**config.mk**
```make
export PLATFORM = sky130hd
export DESIGN_NAME = visibility_graph_property_checker_unit
export DESIGN_NICKNAME = d
export VERILOG_FILES = /design/src/hw/rtl/vgpc_pkg.sv /design/src/hw/rtl/vgpc_ram.sv /design/src/hw/rtl/vgpc_ctrl.sv /design/src/hw/rtl/vgpc_dp.sv /design/src/hw/rtl/visibility_graph_property_checker_unit.sv
export SDC_FILE = /design/constraint.sdc
export NUM_CORES = 2
export LEC_CHECK = 0
export BUFFER_PORTS_ARGS = -buffer_cell sky130_fd_sc_hd__buf_2
export CAP_MARGIN = 10
export CORE_ASPECT_RATIO = 0.9
export CORE_MARGIN = 4
export CORE_UTILIZATION = 30
export CTS_CLUSTER_DIAMETER = 50
export DETAILED_ROUTE_END_ITERATION = 8
export GPL_ROUTABILITY_DRIVEN = 0
export GPL_TIMING_DRIVEN = 0
export MAX_ROUTING_LAYER = met4
export PLACE_DENSITY_LB_ADDON = 0.1
export SYNTH_ARGS = -nofsm -noshare
export SYNTH_HDL_FRONTEND = slang
export SYNTH_HIERARCHICAL = 1
export SYNTH_SLANG_ARGS = --single-unit
```
**constraint.sdc**
```tcl
create_clock -name clk_i -period 13 [get_ports clk_i]
set_input_delay 1.3 -clock clk_i [delete_from_list [all_inputs] [get_ports clk_i]]
set_output_delay 1.3 -clock clk_i [all_outputs]
set_load 0.01 [all_outputs]
```
**src/hw/rtl/vgpc_pkg.sv**
```systemverilog
// Package for the visibility graph property checker.
// Holds the payload structs, command codes and controller/datapath handshake structs.
// No dependencies.
`default_nettype none

package vgpc_pkg;

  localparam int unsigned MaxVertices = 32;
  localparam int unsigned IdxW        = $clog2(MaxVertices);
  localparam int unsigned CntW        = IdxW + 1;
  localparam int unsigned BarGap      = 3;
  localparam logic [CntW-1:0] VertexCountReset = CntW'(MaxVertices);

  typedef enum logic [1:0] {
    CmdWrite = 2'd0,
    CmdRead  = 2'd1,
    CmdFix   = 2'd2,
    CmdPath  = 2'd3
  } cmd_e;

  typedef enum logic [1:0] {
    AddrRow  = 2'd0,
    AddrLast = 2'd1,
    AddrI    = 2'd2,
    AddrJ    = 2'd3
  } addr_sel_e;

  typedef struct packed {
    cmd_e            command;
    logic [IdxW-1:0] row;
    logic [IdxW-1:0] column;
    logic            bit_value;
  } in_t;

  typedef struct packed {
    logic read_bit;
    logic bar_ok;
  } out_t;

  typedef struct packed {
    logic      capture;
    logic      rd_en;
    addr_sel_e rd_sel;
    logic      rmw;
    logic      path_wr;
    logic      last_use;
    logic      mark_use;
    logic      last_wr;
    logic      rowi_use;
    logic      rowj_use;
    logic      out_load;
  } ctrl_t;

  typedef struct packed {
    cmd_e in_cmd;
    logic few_vertices;
    logic lowest_none;
    logic lowest_zero;
    logic mark_end;
    logic path_end;
    logic bar_end;
    logic j_end;
    logic bar_fail;
    logic out_free;
  } stat_t;

endpackage

`default_nettype wire

```
**src/hw/rtl/vgpc_ram.sv**
```systemverilog
// Generic simple dual-port RAM: one write port, one read port with registered data.
// No dependencies.
`default_nettype none

module vgpc_ram #(
  parameter int unsigned Width = 32,
  parameter int unsigned Depth = 32,
  localparam int unsigned AddrW = $clog2(Depth)
) (
  input  logic             clk_i,
  input  logic             we_i,
  input  logic [AddrW-1:0] waddr_i,
  input  logic [Width-1:0] wdata_i,
  input  logic             re_i,
  input  logic [AddrW-1:0] raddr_i,
  output logic [Width-1:0] rdata_o
);

  logic [Width-1:0] mem_q [Depth];
  logic [Width-1:0] rdata_q;

  always_ff @(posedge clk_i) begin
    if (we_i) begin
      mem_q[waddr_i] <= wdata_i;
    end
    if (re_i) begin
      rdata_q <= mem_q[raddr_i];
    end
  end

  assign rdata_o = rdata_q;

endmodule

`default_nettype wire

```
**src/hw/rtl/vgpc_ctrl.sv**
```systemverilog
// Controller state machine for the visibility graph property checker.
// Depends on vgpc_pkg; drives the datapath through ctrl_t and reads stat_t.
`default_nettype none

module vgpc_ctrl import vgpc_pkg::*; (
  input  logic  clk_i,
  input  logic  rst_ni,
  input  logic  in_valid_i,
  output logic  in_ready_o,
  input  stat_t stat_i,
  output ctrl_t ctrl_o
);

  typedef enum logic [13:0] {
    StIdle   = 14'h0001,
    StRowRd  = 14'h0002,
    StRowUse = 14'h0004,
    StPath   = 14'h0008,
    StFlRd   = 14'h0010,
    StFlUse  = 14'h0020,
    StFvRd   = 14'h0040,
    StFvUse  = 14'h0080,
    StFlWr   = 14'h0100,
    StBiRd   = 14'h0200,
    StBiUse  = 14'h0400,
    StBjRd   = 14'h0800,
    StBjUse  = 14'h1000,
    StDone   = 14'h2000
  } state_e;

  state_e state_q, state_d;

  always_comb begin
    state_d    = state_q;
    ctrl_o     = '0;
    in_ready_o = 1'b0;
    unique case (state_q)
      StIdle: begin
        in_ready_o = 1'b1;
        if (in_valid_i) begin
          ctrl_o.capture = 1'b1;
          unique case (stat_i.in_cmd) inside
            CmdWrite, CmdRead: state_d = StRowRd;
            CmdPath:           state_d = StPath;
            default:           state_d = stat_i.few_vertices ? StBiRd : StFlRd;
          endcase
        end
      end
      StRowRd: begin
        ctrl_o.rd_en  = 1'b1;
        ctrl_o.rd_sel = AddrRow;
        state_d       = StRowUse;
      end
      StRowUse: begin
        ctrl_o.rmw = 1'b1;
        state_d    = StDone;
      end
      StPath: begin
        ctrl_o.path_wr = 1'b1;
        if (stat_i.path_end) begin
          state_d = StDone;
        end
      end
      StFlRd: begin
        ctrl_o.rd_en  = 1'b1;
        ctrl_o.rd_sel = AddrLast;
        state_d       = StFlUse;
      end
      StFlUse: begin
        ctrl_o.last_use = 1'b1;
        state_d = (stat_i.lowest_none || stat_i.lowest_zero) ? StBiRd : StFvRd;
      end
      StFvRd: begin
        ctrl_o.rd_en  = 1'b1;
        ctrl_o.rd_sel = AddrI;
        state_d       = StFvUse;
      end
      StFvUse: begin
        ctrl_o.mark_use = 1'b1;
        state_d = stat_i.mark_end ? StFlWr : StFvRd;
      end
      StFlWr: begin
        ctrl_o.last_wr = 1'b1;
        state_d        = StBiRd;
      end
      StBiRd: begin
        if (stat_i.bar_end) begin
          state_d = StDone;
        end else begin
          ctrl_o.rd_en  = 1'b1;
          ctrl_o.rd_sel = AddrI;
          state_d       = StBiUse;
        end
      end
      StBiUse: begin
        ctrl_o.rowi_use = 1'b1;
        state_d         = StBjRd;
      end
      StBjRd: begin
        ctrl_o.rd_en  = 1'b1;
        ctrl_o.rd_sel = AddrJ;
        state_d       = StBjUse;
      end
      StBjUse: begin
        ctrl_o.rowj_use = 1'b1;
        if (stat_i.bar_fail) begin
          state_d = StDone;
        end else if (stat_i.j_end) begin
          state_d = StBiRd;
        end else begin
          state_d = StBjRd;
        end
      end
      StDone: begin
        if (stat_i.out_free) begin
          ctrl_o.out_load = 1'b1;
          state_d         = StIdle;
        end
      end
      default: state_d = StIdle;
    endcase
  end

  always_ff @(posedge clk_i or negedge rst_ni) begin
    if (!rst_ni) begin
      state_q <= StIdle;
    end else begin
      state_q <= state_d;
    end
  end

endmodule

`default_nettype wire

```
**src/hw/rtl/vgpc_dp.sv**
```systemverilog
// Datapath for the visibility graph property checker: row memory, row valid bits,
// walk counters, row buffers and the result register. Depends on vgpc_pkg and vgpc_ram.
`default_nettype none

module vgpc_dp import vgpc_pkg::*; (
  input  logic            clk_i,
  input  logic            rst_ni,
  input  in_t             in_data_i,
  input  logic            cfg_we_i,
  input  logic [CntW-1:0] cfg_wdata_i,
  input  ctrl_t           ctrl_i,
  output stat_t           stat_o,
  input  logic            out_ready_i,
  output logic            out_valid_o,
  output out_t            out_data_o
);

  function automatic logic [MaxVertices-1:0] mask_between(input logic [IdxW-1:0] lo,
                                                          input logic [IdxW-1:0] hi);
    logic [MaxVertices-1:0] m;
    for (int k = 0; k < MaxVertices; k++) begin
      m[k] = (k > int'(lo)) && (k < int'(hi));
    end
    return m;
  endfunction

  function automatic logic [MaxVertices-1:0] path_row(input logic [IdxW-1:0] v,
                                                      input logic [CntW-1:0] n);
    logic [MaxVertices-1:0] w;
    for (int k = 0; k < MaxVertices; k++) begin
      w[k] = ((k == int'(v) + 1) && (k < int'(n))) ||
             ((k + 1 == int'(v)) && (int'(v) < int'(n)));
    end
    return w;
  endfunction

  logic [CntW-1:0]        vc_q;
  cmd_e                   cmd_q;
  logic [IdxW-1:0]        row_q, col_q;
  logic                   bit_q;
  logic [IdxW-1:0]        i_q, j_q, lowest_q;
  logic [MaxVertices-1:0] rowa_q, mark_q, valid_q;
  logic                   rd_valid_q;
  logic                   legal_q, read_bit_q;
  logic                   out_valid_q;
  out_t                   out_q;

  logic [CntW-1:0]        n_used, n_m1;
  logic [IdxW-1:0]        last;
  logic [IdxW-1:0]        raddr, waddr;
  logic                   we;
  logic [MaxVertices-1:0] wdata, ram_rdata, rd_row, rmw_row;
  logic [IdxW-1:0]        low;
  logic                   low_found, mark_hit, bar_fail;

  assign n_used = (vc_q > CntW'(MaxVertices)) ? CntW'(MaxVertices) : vc_q;
  assign n_m1   = n_used - CntW'(1);
  assign last   = n_m1[IdxW-1:0];

  always_comb begin
    unique case (ctrl_i.rd_sel)
      AddrRow:  raddr = row_q;
      AddrLast: raddr = last;
      AddrI:    raddr = i_q;
      AddrJ:    raddr = j_q;
      default:  raddr = i_q;
    endcase
  end

  assign rd_row = rd_valid_q ? ram_rdata : '0;

  always_comb begin
    rmw_row        = rd_row;
    rmw_row[col_q] = bit_q;
  end

  always_comb begin
    low       = '0;
    low_found = 1'b0;
    for (int k = MaxVertices - 1; k >= 0; k--) begin
      if (rd_row[k] && (k < int'(last))) begin
        low       = IdxW'(k);
        low_found = 1'b1;
      end
    end
  end

  assign mark_hit = |(rd_row & mask_between(lowest_q, last));
  assign bar_fail = rowa_q[j_q] && !(|(rowa_q & rd_row & mask_between(i_q, j_q)));

  always_comb begin
    we    = 1'b0;
    waddr = i_q;
    wdata = rd_row | (MaxVertices'(1) << last);
    if (ctrl_i.rmw) begin
      we    = (cmd_q == CmdWrite);
      waddr = row_q;
      wdata = rmw_row;
    end else if (ctrl_i.path_wr) begin
      we    = 1'b1;
      wdata = path_row(i_q, n_used);
    end else if (ctrl_i.mark_use) begin
      we    = mark_hit;
    end else if (ctrl_i.last_wr) begin
      we    = 1'b1;
      waddr = last;
      wdata = rowa_q | mark_q;
    end
  end

  vgpc_ram #(
    .Width (MaxVertices),
    .Depth (MaxVertices)
  ) u_rows (
    .clk_i   (clk_i),
    .we_i    (we),
    .waddr_i (waddr),
    .wdata_i (wdata),
    .re_i    (ctrl_i.rd_en),
    .raddr_i (raddr),
    .rdata_o (ram_rdata)
  );

  always_ff @(posedge clk_i or negedge rst_ni) begin
    if (!rst_ni) begin
      vc_q        <= VertexCountReset;
      valid_q     <= '0;
      rd_valid_q  <= 1'b0;
      out_valid_q <= 1'b0;
      i_q         <= '0;
      j_q         <= '0;
    end else begin
      if (cfg_we_i) begin
        vc_q <= cfg_wdata_i;
      end
      if (we) begin
        valid_q[waddr] <= 1'b1;
      end
      if (ctrl_i.rd_en) begin
        rd_valid_q <= valid_q[raddr];
      end
      if (ctrl_i.out_load) begin
        out_valid_q <= 1'b1;
      end else if (out_ready_i) begin
        out_valid_q <= 1'b0;
      end
      if (ctrl_i.capture || ctrl_i.last_use || ctrl_i.last_wr) begin
        i_q <= '0;
      end else if (ctrl_i.path_wr || ctrl_i.mark_use ||
                   (ctrl_i.rowj_use && stat_o.j_end)) begin
        i_q <= i_q + IdxW'(1);
      end
      if (ctrl_i.rowi_use) begin
        j_q <= i_q + IdxW'(BarGap);
      end else if (ctrl_i.rowj_use) begin
        j_q <= j_q + IdxW'(1);
      end
    end
  end

  always_ff @(posedge clk_i) begin
    if (ctrl_i.capture) begin
      cmd_q      <= in_data_i.command;
      row_q      <= in_data_i.row;
      col_q      <= in_data_i.column;
      bit_q      <= in_data_i.bit_value;
      legal_q    <= 1'b1;
      read_bit_q <= 1'b0;
      mark_q     <= '0;
    end
    if (ctrl_i.rmw && (cmd_q == CmdRead)) begin
      read_bit_q <= rd_row[col_q];
    end
    if (ctrl_i.last_use) begin
      rowa_q   <= rd_row;
      lowest_q <= low;
    end
    if (ctrl_i.mark_use && mark_hit) begin
      mark_q[i_q] <= 1'b1;
    end
    if (ctrl_i.rowi_use) begin
      rowa_q <= rd_row;
    end
    if (ctrl_i.rowj_use && bar_fail) begin
      legal_q <= 1'b0;
    end
    if (ctrl_i.out_load) begin
      out_q.read_bit <= read_bit_q;
      out_q.bar_ok   <= (cmd_q == CmdFix) && legal_q;
    end
  end

  always_comb begin
    stat_o.in_cmd       = in_data_i.command;
    stat_o.few_vertices = (n_used < CntW'(2));
    stat_o.lowest_none  = !low_found;
    stat_o.lowest_zero  = (low == '0);
    stat_o.mark_end     = ((i_q + IdxW'(1)) == lowest_q);
    stat_o.path_end     = (i_q == IdxW'(MaxVertices - 1));
    stat_o.bar_end      = (({1'b0, i_q} + CntW'(BarGap)) >= n_used);
    stat_o.j_end        = (({1'b0, j_q} + CntW'(1)) == n_used);
    stat_o.bar_fail     = bar_fail;
    stat_o.out_free     = !out_valid_q || out_ready_i;
  end

  assign out_valid_o = out_valid_q;
  assign out_data_o  = out_q;

endmodule

`default_nettype wire

```
**src/hw/rtl/visibility_graph_property_checker_unit.sv**
```systemverilog
// Top level of the visibility graph property checker.
// Depends on vgpc_pkg, vgpc_ctrl and vgpc_dp (which holds vgpc_ram).
//
//   channel  | handshake               | payload
//   ---------+-------------------------+----------------------------------
//   in       | in_valid_i / in_ready_o | in_data_i  (command,row,column,bit_value)
//   out      | out_valid_o/out_ready_i | out_data_o (read_bit, bar_ok)
//   cfg      | cfg_we_i                | cfg_wdata_i (vertex_count)
//
// One item at a time; all matrix traffic goes through one row read and one row write
// port. Set path writes one row per cycle.
// Fix-and-check: the bar scan stops at the first failing edge.
// Reset clears the matrix at once through per-row valid bits; no clearing pass.
// The next item is taken while a result waits in the output register.
`default_nettype none

module visibility_graph_property_checker_unit import vgpc_pkg::*; (
  input  logic            clk_i,
  input  logic            rst_ni,
  input  logic            in_valid_i,
  output logic            in_ready_o,
  input  in_t             in_data_i,
  output logic            out_valid_o,
  input  logic            out_ready_i,
  output out_t            out_data_o,
  input  logic            cfg_we_i,
  input  logic [CntW-1:0] cfg_wdata_i
);

  ctrl_t ctrl;
  stat_t stat;

  vgpc_ctrl u_ctrl (
    .clk_i      (clk_i),
    .rst_ni     (rst_ni),
    .in_valid_i (in_valid_i),
    .in_ready_o (in_ready_o),
    .stat_i     (stat),
    .ctrl_o     (ctrl)
  );

  vgpc_dp u_dp (
    .clk_i       (clk_i),
    .rst_ni      (rst_ni),
    .in_data_i   (in_data_i),
    .cfg_we_i    (cfg_we_i),
    .cfg_wdata_i (cfg_wdata_i),
    .ctrl_i      (ctrl),
    .stat_o      (stat),
    .out_ready_i (out_ready_i),
    .out_valid_o (out_valid_o),
    .out_data_o  (out_data_o)
  );

`ifndef SYNTHESIS
  a_capture_on_transfer: assert property (@(posedge clk_i) disable iff (!rst_ni)
    ctrl.capture == (in_valid_i && in_ready_o))
    else $error("capture without input transfer");

  a_load_when_free: assert property (@(posedge clk_i) disable iff (!rst_ni)
    ctrl.out_load |-> (!out_valid_o || out_ready_i))
    else $error("result register overwritten");

  a_one_write_source: assert property (@(posedge clk_i) disable iff (!rst_ni)
    $onehot0({ctrl.rmw, ctrl.path_wr, ctrl.mark_use, ctrl.last_wr}))
    else $error("several row write sources active");

  a_result_exclusive: assert property (@(posedge clk_i) disable iff (!rst_ni)
    out_valid_o |-> !(out_data_o.read_bit && out_data_o.bar_ok))
    else $error("read bit and legal flag both set");

  a_load_then_valid: assert property (@(posedge clk_i) disable iff (!rst_ni)
    ctrl.out_load |=> out_valid_o)
    else $error("loaded result not shown");
`endif

endmodule

`default_nettype wire
```
==> results.cfg <==
[run]
drv_cap = 0

[sta]
hold_viol = 0
period_share_pct = 72.4
rsz0062_at_grt = false
finalSetupTns_ns = 0
slew_violations = 0
worstMarginPinSlew_ns = 1.40
fmax_mhz = 106
fin_skew_ns = 0.0579
min_period_ns = 9.42
maxSlewHeadroom_pct = 6.62
finalSetupViolations = 0

[global_route]
grt-ovfl-total = 0
grt_max_degree = 52
gr-usage-all-layers_pct = 20.8
antenna_found_initial = 8
grt_pass1_vias = 34600
grt_pass1_wl_mm = 268

[yosys]
synth-edff-count = 1109
yosysUniqueCellTypes = 98
synth_warnings = 6
ys_async_sr_fraction_pct = 5.31
postSynthCellCount = 3844
syn_avg_cell_area_um2 = 14.0
synth-seq-cells = 1206
synth_fp_nets = 3894
synthTopCellsByArea = edfxtp_1, mux2i_1, dfrtp_1
synth_top_area_share_pct = 62.1
synth_ff_type = edfxtp_1
syn_area_um2 = 53600
ys_seq_area_share_pct = 66.3
yosysTopAreaCell = edfxtp_1

[critical_path]
worst-setup-path-type = reg -> reg
reg2reg_from = u_dp/i_q[0]
crit_path_max_fanout = 13
cp_slowest_stage_delay_ns = 0.99
slowest_stage = clkbuf_1
arrival_ns = 9.81
cp-end-kind = flop
worst_setup_path_start_kind = flop
worstPathRequired_ns = 13.40
r2r_slack_ns = 3.58
startpoint = u_dp/i_q[0]

[clock_network]
tritoncts = built
cts_resized = 0
clockRootBuffer = clkbuf_16
clock_sinks = 1206
cts_hold_buf = 0
postCtsSetupBuffers = 0
cts_inserted_buffers = 151
htree_levels = 4
clockBufferDepth = 3
clk_pin_slew_worst_paths_ns = 0.05
clk_latency_ns = 0.79

[placement]
dpl.hpwl_mm = 134
dpl-instance-area_um2 = 58600
placedCellCount = 6311
port_buffers = 26

[detailed_routing]
avgViaCountPerCell = 5.33
num_vias = 35100
ant_nets = 0
wl_per_cell_um = 28.9
route.met2.wl_mm = 86.2
top_layer = met4
drt-initial-drc-count = 3638
drc = 0
wl_met3_mm = 9.91
firstDrtPassIters = 8
m1WireLength_mm = 88.7
routed_wl_mm = 190

[die]
dieWidth_um = 454
die_y_um = 409
die_area_um2 = 186000
initial_utilization_pct = 30.3
io_pins = 28
rows = 146
coreArea_um2 = 177000

[final_layout]
layout_commonest_cell = edfxtp_1
mostFrequentLayoutCells = edfxtp_1, mux2i_1, nand2_1
nets = 4147
final_cells = 6581
final_area_um2 = 63500
area.growth.synth_to_final_pct = 18.3
layout-drive-gt1-share_pct = 13.4

[power]
power_density_nw_per_um2 = 206
p_leak_nw = 22.1
irDropWorstVdd_uv = 123

[worst_hold_path]
hp-class = in -> async

[outcome]
status = finished, final reports clean
==> cell usage after synthesis, drive strengths merged, types with 9 or more instances <==
cell type	instances
and2	13
nor2b	14
dfrtp	62
mux2i	554
a21oi	184
o21a	9
o22ai	24
o211ai	16
a211oi	22
mux4	21
ha	26
o21bai	33
a22oi	116
nand2	247
or2	16
o21ai	97
edfxtp	1109
xnor2	14
nor2	152
nor4	13
nand3b	14
buf	119
dfxtp	33
nand2b	27
a31oi	87
nor3b	17
o31a	9
nor3	99
inv	91
clkbuf	145
nand3	152
nand4	13
xor2	11
o32ai	30
or3	12
a22o	66
and3	19
a311oi	19
==> cells by family (layout without fill, tap and decap cells) <==
| group | count (synthesis) | after routing | synth area share (%) |
|---|---|---|---|
| simple gates | 835 | 835 | 7.72 |
| fa+ha+maj | 27 | 27 | 0.625 |
| buf+inv | 356 | 723 | 3.15 |
| flops | 1206 | 1206 | 66.3 |
| other cells | 0 | 2 | 0 |
| xor+xnor | 25 | 25 | 0.408 |
| compound gates | 813 | 813 | 10.4 |
| mux | 582 | 582 | 11.4 |
==> registers in the layout (all words and copies together) (netlist names) <==
name                 flops
u_dp/col_q               5
u_dp/u_rows/rdata_o     32
u_dp/legal_q             1
u_ctrl/state_q          14
u_dp/cmd_q               2
u_dp/lowest_q            5
u_dp/out_valid_o         1
u_dp/valid_q            32
u_dp/bit_q               1
u_dp/read_bit_q          1
u_dp/vc_q                6
u_dp/row_q               5
u_dp/i_q                 5
u_dp/j_q                 5
u_dp/rowa_q             32
u_dp/rd_valid_q          1
u_dp/mark_q             32
u_dp/out_data_o          2
u_dp/u_rows/mem_q     1024
==> through the flow <==
step	hold slack, ns	total power (W)	util (%)	setup slack, ns
global route	0.362	0.0136	35.9	3.26
CTS	0.342	0.0132	35.9	3.76
finish	0.394	0.0131	35.9	3.58
global placement	0.434	0.00879	32.1	3.01
detailed placement	0.431	0.00900	33.1	3.81
floorplan	0.400	0.00712	-	7.11
==> routing by layer <==
layer | track usage [%] | vias up
met5 | - | -
met4 | 5.84 | 0
met3 | 3.10 | 326
met2 | 31.5 | 1158
met1 | 29.0 | 18100
li1 | - | 15500
==> power by group <==
part	switching [W]	total (W)	internal (W)
clock network	0.00169	0.00412	0.00242
registers	0.0000767	0.00489	0.00481
logic	0.00287	0.00407	0.00120
total	0.00465	0.0131	0.00843
==> critical path: cells and delay by family (launching register included) <==
| family | cells | cell delay (ns) |
|---|---|---|
| and+or+nand+nor | 7 | 1.14 |
| muxes | 1 | 0.41 |
| AOI/OAI and AO/OA | 7 | 1.77 |
| xor gates and xnor gates | 1 | 0.37 |
| buffers and inverters | 7 | 4.02 |
| DFF | 1 | 0.54 |
| adders and majority gates | 2 | 0.74 |
==> cell type report <==
cell class | instances | area, um^2
Buffer | 264 | 1350
Clock inverter | 79 | 868
Antenna cell | 2 | 5.00
Inverter | 92 | 345
Tap cell | 2368 | 2960
Multi-Input combinational cell | 2282 | 16900
Fill cell | 17200 | 113000
Sequential cell | 1206 | 35600
Timing Repair Buffer | 100 | 1500
Clock buffer | 188 | 4000
==> final timing paths <==
kind / cells past startpoint / to
max reg2reg: 25 / u_dp/u_rows/rdata_o[25]
max in group asynchronous: 2 / u_dp/vc_q[5]
min: 1 / u_dp/j_q[0]
min in group clk_i: 0 / u_dp/out_data_o[1]
min reg2reg: 0 / u_dp/out_data_o[1]
max: 25 / u_dp/u_rows/rdata_o[25]
No activity file was read; power rests on OpenSTA's default activity.
